**src/hw/rtl/kvt_pkg.sv**
```systemverilog
package kvt_pkg;

  localparam int unsigned ENTRIES      = 64;
  localparam int unsigned KEY_BITS     = 32;
  localparam int unsigned VALUE_BITS   = 64;
  localparam int unsigned VERSION_BITS = 32;

  localparam int unsigned IDX_W      = $clog2(ENTRIES);
  localparam int unsigned CNT_W      = $clog2(ENTRIES + 1);
  localparam int unsigned ENTRY_BITS = KEY_BITS + VALUE_BITS + VERSION_BITS;

  typedef enum logic [1:0] {
    CMD_CREATE = 2'd0,
    CMD_READ   = 2'd1,
    CMD_UPDATE = 2'd2,
    CMD_DELETE = 2'd3
  } kvt_cmd_e;

  typedef enum logic [2:0] {
    STATUS_OK       = 3'd0,
    STATUS_EXISTS   = 3'd1,
    STATUS_MISSING  = 3'd2,
    STATUS_MISMATCH = 3'd3,
    STATUS_FULL     = 3'd4
  } kvt_status_e;

  typedef enum logic [1:0] {
    ST_IDLE,
    ST_SCAN,
    ST_RESP
  } kvt_state_e;

  // Outcome of one pass over the table.
  typedef struct packed {
    logic                    hit;
    logic [IDX_W-1:0]        hit_idx;
    logic [VALUE_BITS-1:0]   hit_value;
    logic [VERSION_BITS-1:0] hit_version;
    logic                    free;
    logic [IDX_W-1:0]        free_idx;
  } scan_res_t;

  // Change to one valid mark.
  typedef struct packed {
    logic             set;
    logic             clr;
    logic [IDX_W-1:0] idx;
  } vld_upd_t;

endpackage

```
**src/hw/rtl/kvt_scan.sv**
```systemverilog
module kvt_scan (
  input  logic                             clk_i,
  input  logic                             rst_ni,
  input  logic                             start_i,
  input  logic [kvt_pkg::KEY_BITS-1:0]     key_i,
  input  kvt_pkg::vld_upd_t                upd_i,
  output logic                             rd_en_o,
  output logic [kvt_pkg::IDX_W-1:0]        rd_addr_o,
  input  logic [kvt_pkg::ENTRY_BITS-1:0]   rd_data_i,
  output logic                             done_o,
  output kvt_pkg::scan_res_t               res_o
);

  logic [kvt_pkg::ENTRIES-1:0] valid_q;
  logic                        busy_q, busy_d;
  logic [kvt_pkg::CNT_W-1:0]   issue_cnt_q, issue_cnt_d;
  logic                        cmp_vld_q, cmp_vld_d;
  logic [kvt_pkg::IDX_W-1:0]   cmp_idx_q, cmp_idx_d;
  kvt_pkg::scan_res_t          res_q, res_d;
  logic                        issue_done;
  logic [kvt_pkg::KEY_BITS-1:0] rd_key;

  assign issue_done = (issue_cnt_q == kvt_pkg::CNT_W'(kvt_pkg::ENTRIES));
  assign rd_key     = rd_data_i[kvt_pkg::ENTRY_BITS-1 -: kvt_pkg::KEY_BITS];
  assign rd_en_o    = busy_q && !issue_done;
  assign rd_addr_o  = issue_cnt_q[kvt_pkg::IDX_W-1:0];
  // The last compare lands in res_q at the same edge that ends the pass.
  assign done_o     = busy_q && issue_done;
  assign res_o      = res_q;

  always_comb begin
    busy_d      = busy_q;
    issue_cnt_d = issue_cnt_q;
    cmp_vld_d   = 1'b0;
    cmp_idx_d   = cmp_idx_q;
    res_d       = res_q;
    if (start_i) begin
      busy_d      = 1'b1;
      issue_cnt_d = '0;
      res_d.hit   = 1'b0;
      res_d.free  = 1'b0;
    end else begin
      if (busy_q) begin
        if (issue_done) begin
          busy_d = 1'b0;
        end else begin
          issue_cnt_d = issue_cnt_q + kvt_pkg::CNT_W'(1);
          cmp_vld_d   = 1'b1;
          cmp_idx_d   = rd_addr_o;
        end
      end
      if (cmp_vld_q) begin
        if (valid_q[cmp_idx_q] && (rd_key == key_i) && !res_q.hit) begin
          res_d.hit         = 1'b1;
          res_d.hit_idx     = cmp_idx_q;
          res_d.hit_value   = rd_data_i[kvt_pkg::VERSION_BITS +: kvt_pkg::VALUE_BITS];
          res_d.hit_version = rd_data_i[kvt_pkg::VERSION_BITS-1:0];
        end
        if (!valid_q[cmp_idx_q] && !res_q.free) begin
          res_d.free     = 1'b1;
          res_d.free_idx = cmp_idx_q;
        end
      end
    end
  end

  always_ff @(posedge clk_i or negedge rst_ni) begin
    if (!rst_ni) begin
      valid_q     <= '0;
      busy_q      <= 1'b0;
      issue_cnt_q <= '0;
      cmp_vld_q   <= 1'b0;
      cmp_idx_q   <= '0;
      res_q       <= '0;
    end else begin
      busy_q      <= busy_d;
      issue_cnt_q <= issue_cnt_d;
      cmp_vld_q   <= cmp_vld_d;
      cmp_idx_q   <= cmp_idx_d;
      res_q       <= res_d;
      if (upd_i.set) begin
        valid_q[upd_i.idx] <= 1'b1;
      end else if (upd_i.clr) begin
        valid_q[upd_i.idx] <= 1'b0;
      end
    end
  end

endmodule

```
**config.mk**
```make
export PLATFORM = sky130hd
export DESIGN_NAME = kvt_scan
export DESIGN_NICKNAME = d
export VERILOG_FILES = /design/src/hw/rtl/kvt_pkg.sv /design/src/hw/rtl/kvt_scan.sv
export SDC_FILE = /design/constraint.sdc
export NUM_CORES = 1
export LEC_CHECK = 0
export BUFFER_PORTS_ARGS = -buffer_cell sky130_fd_sc_hd__buf_4
export CORE_MARGIN = 4
export CORE_UTILIZATION = 51
export CTS_CLUSTER_DIAMETER = 150
export DETAILED_ROUTE_END_ITERATION = 16
export GPL_ROUTABILITY_DRIVEN = 0
export PLACE_DENSITY = 0.81
export REMOVE_ABC_BUFFERS = 1
export SLEW_MARGIN = 20
export SYNTH_ARGS = -nofsm -noshare
export SYNTH_HDL_FRONTEND = slang
export SYNTH_SLANG_ARGS = --single-unit
```
**constraint.sdc**
```tcl
create_clock -name clk_i -period 3.5 [get_ports clk_i]
set_clock_uncertainty 0.15 [all_clocks]
set_input_delay 0.525 -clock clk_i [delete_from_list [all_inputs] [get_ports clk_i]]
set_output_delay 0.525 -clock clk_i [all_outputs]
set_load 0.05 [all_outputs]
```
Yosys cells after proc, flatten, opt, wreduce, memory -nomap -nowiden
Cells that the tools add are included.
{"block": "classes", "mux": 18, "n_reduce_logical": 21, "n_lt_le_gt_ge": 3, "addsub": 1, "bitwise_logic": 5, "eq_ne": 3}
{"cell": "$mux W64", "count": 2}
{"cell": "$mux W110", "count": 1}
{"cell": "$mux W103", "count": 1}
{"cell": "$and A64 B64 Y64", "count": 1}
{"cell": "$not A64 Y64", "count": 1}
{"cell": "$or A64 B64 Y64", "count": 1}
{"cell": "$eq A32 B32 Y1", "count": 1}
{"cell": "$mux W7", "count": 4}
{"cell": "$lt A6 B7 Y1 const B", "count": 2}
{"cell": "$reduce_bool A2 Y1", "count": 5}
{"cell": "$reduce_and A3 Y1", "count": 3}
{"cell": "$mux W1", "count": 8}
{"cell": "$add A7 B1 Y7 const B", "count": 1}
{"cell": "$eq A7 B7 Y1 const B", "count": 1}
{"cell": "$bmux W1 S6", "count": 1}
{"cell": "$demux W1 S6", "count": 1}
{"cell": "$ge A6 B1 Y1 const B", "count": 1}
{"cell": "$logic_and A1 B1 Y1", "count": 6}
{"cell": "$reduce_and A2 Y1", "count": 3}
{"cell": "$logic_not A1 Y1", "count": 4}
{"cell": "$ne A2 B2 Y1 const B", "count": 1}
{"cell": "$not A1 Y1", "count": 2}
{"block": "totals", "register_bits": 189, "output_inout_bits": 118, "wordCells": 62, "input_bits": 171}

Depth between registers and ports, before layout
{"block": "logic_depth", "ltp_word": 8, "ltp_mapped": 10, "depth_no_buf": 8}

Least setup slack after synthesis
OpenSTA, ideal clock, no wires.
{"block": "synth_timing", "path_type": "input-to-reg", "from": "input port start_i", "to": "register res_q, in the netlist res_o[10]", "arrival_time_ns": 2.440, "path_slack_ns": 0.785, "path_stages": 8, "path_buffers": 2, "setup_ns": 0.125, "required_ns": 3.225, "cell_sequence": "clkbuf_1 -> inv_1 -> nand2_1 -> or4_1 -> nor3_1 -> a21boi_2 -> buf_1 -> mux2_2"}
{"block": "synth_via", "elab_chain_cells": 2}
{"item": "from (decl)", "line_no": "kvt_scan.sv:4", "text": "input logic start_i,"}
{"item": "$not A1 Y1 (no line)"}
{"item": "$reduce_and A3 Y1 (no line)"}
{"item": "to (signal assigned)", "line_no": "kvt_scan.sv:80", "text": "res_q <= res_d;"}
{"item": "to (decl)", "line_no": "kvt_scan.sv:19", "text": "kvt_pkg::scan_res_t res_q, res_d;"}
No other way between the ends.
A chain may end at the register's enable or synchronous reset.

Worst setup path in the final report
{"block": "layout_timing", "from": "register cmp_idx_q[1] (netlist name)", "to": "register res_q, in the netlist res_o[3]"}
{"block": "layout_via", "elab_chain_cells": 5}
{"item": "from (decl)", "line_no": "kvt_scan.sv:18", "text": "logic [kvt_pkg::IDX_W-1:0] cmp_idx_q, cmp_idx_d;"}
{"item": "from (signal assigned)", "line_no": "kvt_scan.sv:79", "text": "cmp_idx_q <= cmp_idx_d;"}
{"item": "$bmux W1 S6", "line_no": "kvt_scan.sv:59", "text": "if (!valid_q[cmp_idx_q] && !res_q.free) begin"}
{"item": "$mux W1 (implied by the code)", "line_no": "kvt_scan.sv:59"}
{"item": "$logic_not A1 Y1", "line_no": "kvt_scan.sv:59"}
{"item": "$logic_and A1 B1 Y1", "line_no": "kvt_scan.sv:59"}
{"item": "$reduce_and A3 Y1 (no line)"}
No other way between the ends. The select of a mux whose other input is x is not followed.

==> flow_summary.toml <==
[worst_hold_path]
hp-start = "rd_data_i[31]"
hold_path_depth = 2
whs_endpoint = "res_o[38]"
hp-class = "primary input to flop"

[sta]
fmax_ghz = 0.3112
rsz0062_at_grt = "false"
fin_crit_sh_pct = 91.81
slew_viol_final = 0
setup_viol = 0
worst_pin_slew_ps = 653.2
layout_min_cycle_time_ps = 3213
setup_ws_ps = 286.7
finalHoldViolations = 0
final.setup.tns_ps = 0
slew_headroom_pct = 55.84
holdWs_ps = 165.9

[cts]
insertion_delay_ps = 420
cts_made_buffers = 17
cts_tree = "yes"
cts_root_buffer = "clkbuf_16"
path_clk_slew_ps = 70
h-tree-depth = 4
clkSinkCount = 189
post_cts_buffers = 0
clockBufferDepth = 2
cts-resized-gates = 0
hold_buffers = 1

[critical_path]
crit_path_end_kind = "flop"
regToRegStartpoint = "cmp_idx_q[1]"
crit_family = "multiplexers"
worst_path_max_delay_cell = "dfrtp_1"
crit_path_start_kind = "flop"
required_ps = 3650
cpPeakStageDelay_ps = 740
arrival_ps = 3370
critical_path.max_fanout = 11
crit_chain = "mux4_2 -> mux4_2 -> nand2b_1 -> o211ai_1 -> nand3_1 -> mux2_1"
path_buf_inv = 0
ff2ff_path_depth = 6
crit_type = "flop to flop"
worstReg2RegEnd = "res_o[3]"
reg2reg_slack_ps = 290
crit_path_frequent_cell = "mux4_2"

[status]
outcome = "finished clean"

[pwr]
p_int_uw = 3880
switching_share_pct = 24.16
peakVddDrop_uv = 355.8
p_leak_uw = 0.005872
p_comb_share_pct = 13.0
seqPwrFrac_pct = 47.5
p_sw_uw = 1236
clkPwrFrac_pct = 39.4
power_density_nw_per_um2 = 437.0

[routing]
met2RoutedLength_mm = 11.28
wl_met3_mm = 1.926
drcViolationCount = 0
ant_nets = 0
wl_met1_mm = 8.449
wl_mm = 22.04
avgRoutedWirePerCell_um = 19.56
routed_via_density = 5.246
top_layer = "met4"
dr.pass1.iters = 4
vias = 5912
drt_iter0_markers = 301

[floorplan]
fp.dieW_um = 138.9
start_util_pct = 52.34
pin_count = 289
die_y_um = 138.9
core-area_um2 = 16700
row_count = 47
dieArea_um2 = 19300

[global_route]
grt_pass1_vias = 6520
grt.overflow.total = 0
track_usage_pct = 23.09
grt_pass1_wl_mm = 35.40
grt_max_degree = 66
antenna_found_initial = 0

[synth]
synth_area_leaders = "dfrtp_1, mux2_4, mux2_2, mux4_2, xor2_1"
syn_avg_cell_area_um2 = 14.31
postSynthCellCount = 611
yosysTopAreaCell = "dfrtp_1"
synthDistinctLibCells = 38
ys_ff_latch = 189
synth_top_area_share_pct = 54.10
yosysSeqAreaShare_pct = 54.10
synthesis.area_um2 = 8742
yosys_warnings = 0

[finish]
final_nets = 1067
layout_common_cells = "buf_4, dfrtp_1, mux2_2, mux2_4, nor2_1"
final_common_cell = "buf_4"
antennaDiodeCount = 0
syn2layout_area_growth_pct = 33.92
drive_gt1_share_pct = 57.66

[place]
dp_hpwl_mm = 16.18
place_ws_ps = 248.0
portBuffers = 288

[run]
maxCapViolCount = 0
-- cells in the mapped netlist (all sizes together) --
| master | n |
|---|---|
| mux2 | 177 |
| or2 | 1 |
| mux2i | 4 |
| o211ai | 1 |
| o21ai | 1 |
| o21a | 1 |
| mux4 | 18 |
| clkinv | 1 |
| xor2 | 33 |
| and3 | 2 |
| clkbuf | 14 |
| nand4 | 5 |
| and3b | 1 |
| xnor2 | 5 |
| nor4b | 1 |
| dfrtp | 189 |
| nor4 | 7 |
| ha | 2 |
| or4 | 1 |
| inv | 5 |
| nand3 | 9 |
| nor2 | 72 |
| buf | 23 |
| a21oi | 2 |
| nand2b | 2 |
| a21boi | 1 |
| nor2b | 4 |
| or3b | 2 |
| nor3 | 2 |
| nand2 | 20 |
| nand3b | 4 |
| a21o | 1 |
-- per-layer routing --
metal  GRT usage [%]  vias up
met3           8.414       30
li1                -     2689
met2           39.50      251
met5               0        -
met4           6.746        0
met1           27.53     2942
-- final cells by class --
type	instances	area (um2)
clock buffers	19	452.9
clock inverters	13	161.4
fillers	1209	4994
inverters	6	22.52
multi-input cells	379	3760
flip-flops and latches	189	4730
well taps	220	275.3
repair buffers	301	2306
-- power groups by stage --
stage,Clock (uW),Combinational [uW],Sequential [uW]
3_5_place_dp,0,674,2470
4_1_cts,2060,677,2430
3_3_place_gp,0,656,2460
5_1_grt,2150,729,2450
2_1_floorplan,0,303,2500
6_report,2020,668,2430
-- through the flow --
step,utilization [%],std cells,instance area (um2),power [uW]
after floorplan,-,574,8504,2800
after global placement,66.36,1094,11080,3120
after detailed placement,66.36,1094,11080,3146
after CTS,70.10,1127,11710,5167
after global routing,70.10,1127,11710,5325
final,70.10,1127,11710,5116
-- worst max-delay path by stage --
stage                  from        end  slack [ps]  cells after the start
6_report       cmp_idx_q[1]   res_o[3]         290                      6
5_1_grt        cmp_idx_q[1]   res_o[3]          60                      7
4_1_cts        cmp_idx_q[1]   res_o[3]         230                      6
3_5_place_dp   cmp_idx_q[1]   res_o[3]         250                      6
3_3_place_gp       key_i[0]  res_o[12]         320                      8
2_1_floorplan  cmp_idx_q[1]  res_o[10]       -3210                      6
-- cells by family (layout without fill, tap and decap cells) --
group / Yosys count / in the layout / synth area share, %
DFF: 189 / 189 / 54.10
muxes: 199 / 199 / 31.29
buffers and inverters: 43 / 339 / 2.977
and+or+nand+nor: 133 / 133 / 6.984
adders and majority gates: 2 / 2 / 0.2862
AOI/OAI and AO/OA: 7 / 7 / 0.5582
xor gates and xnor gates: 38 / 38 / 3.807
Note: power is estimated with default switching activity, not from simulation.
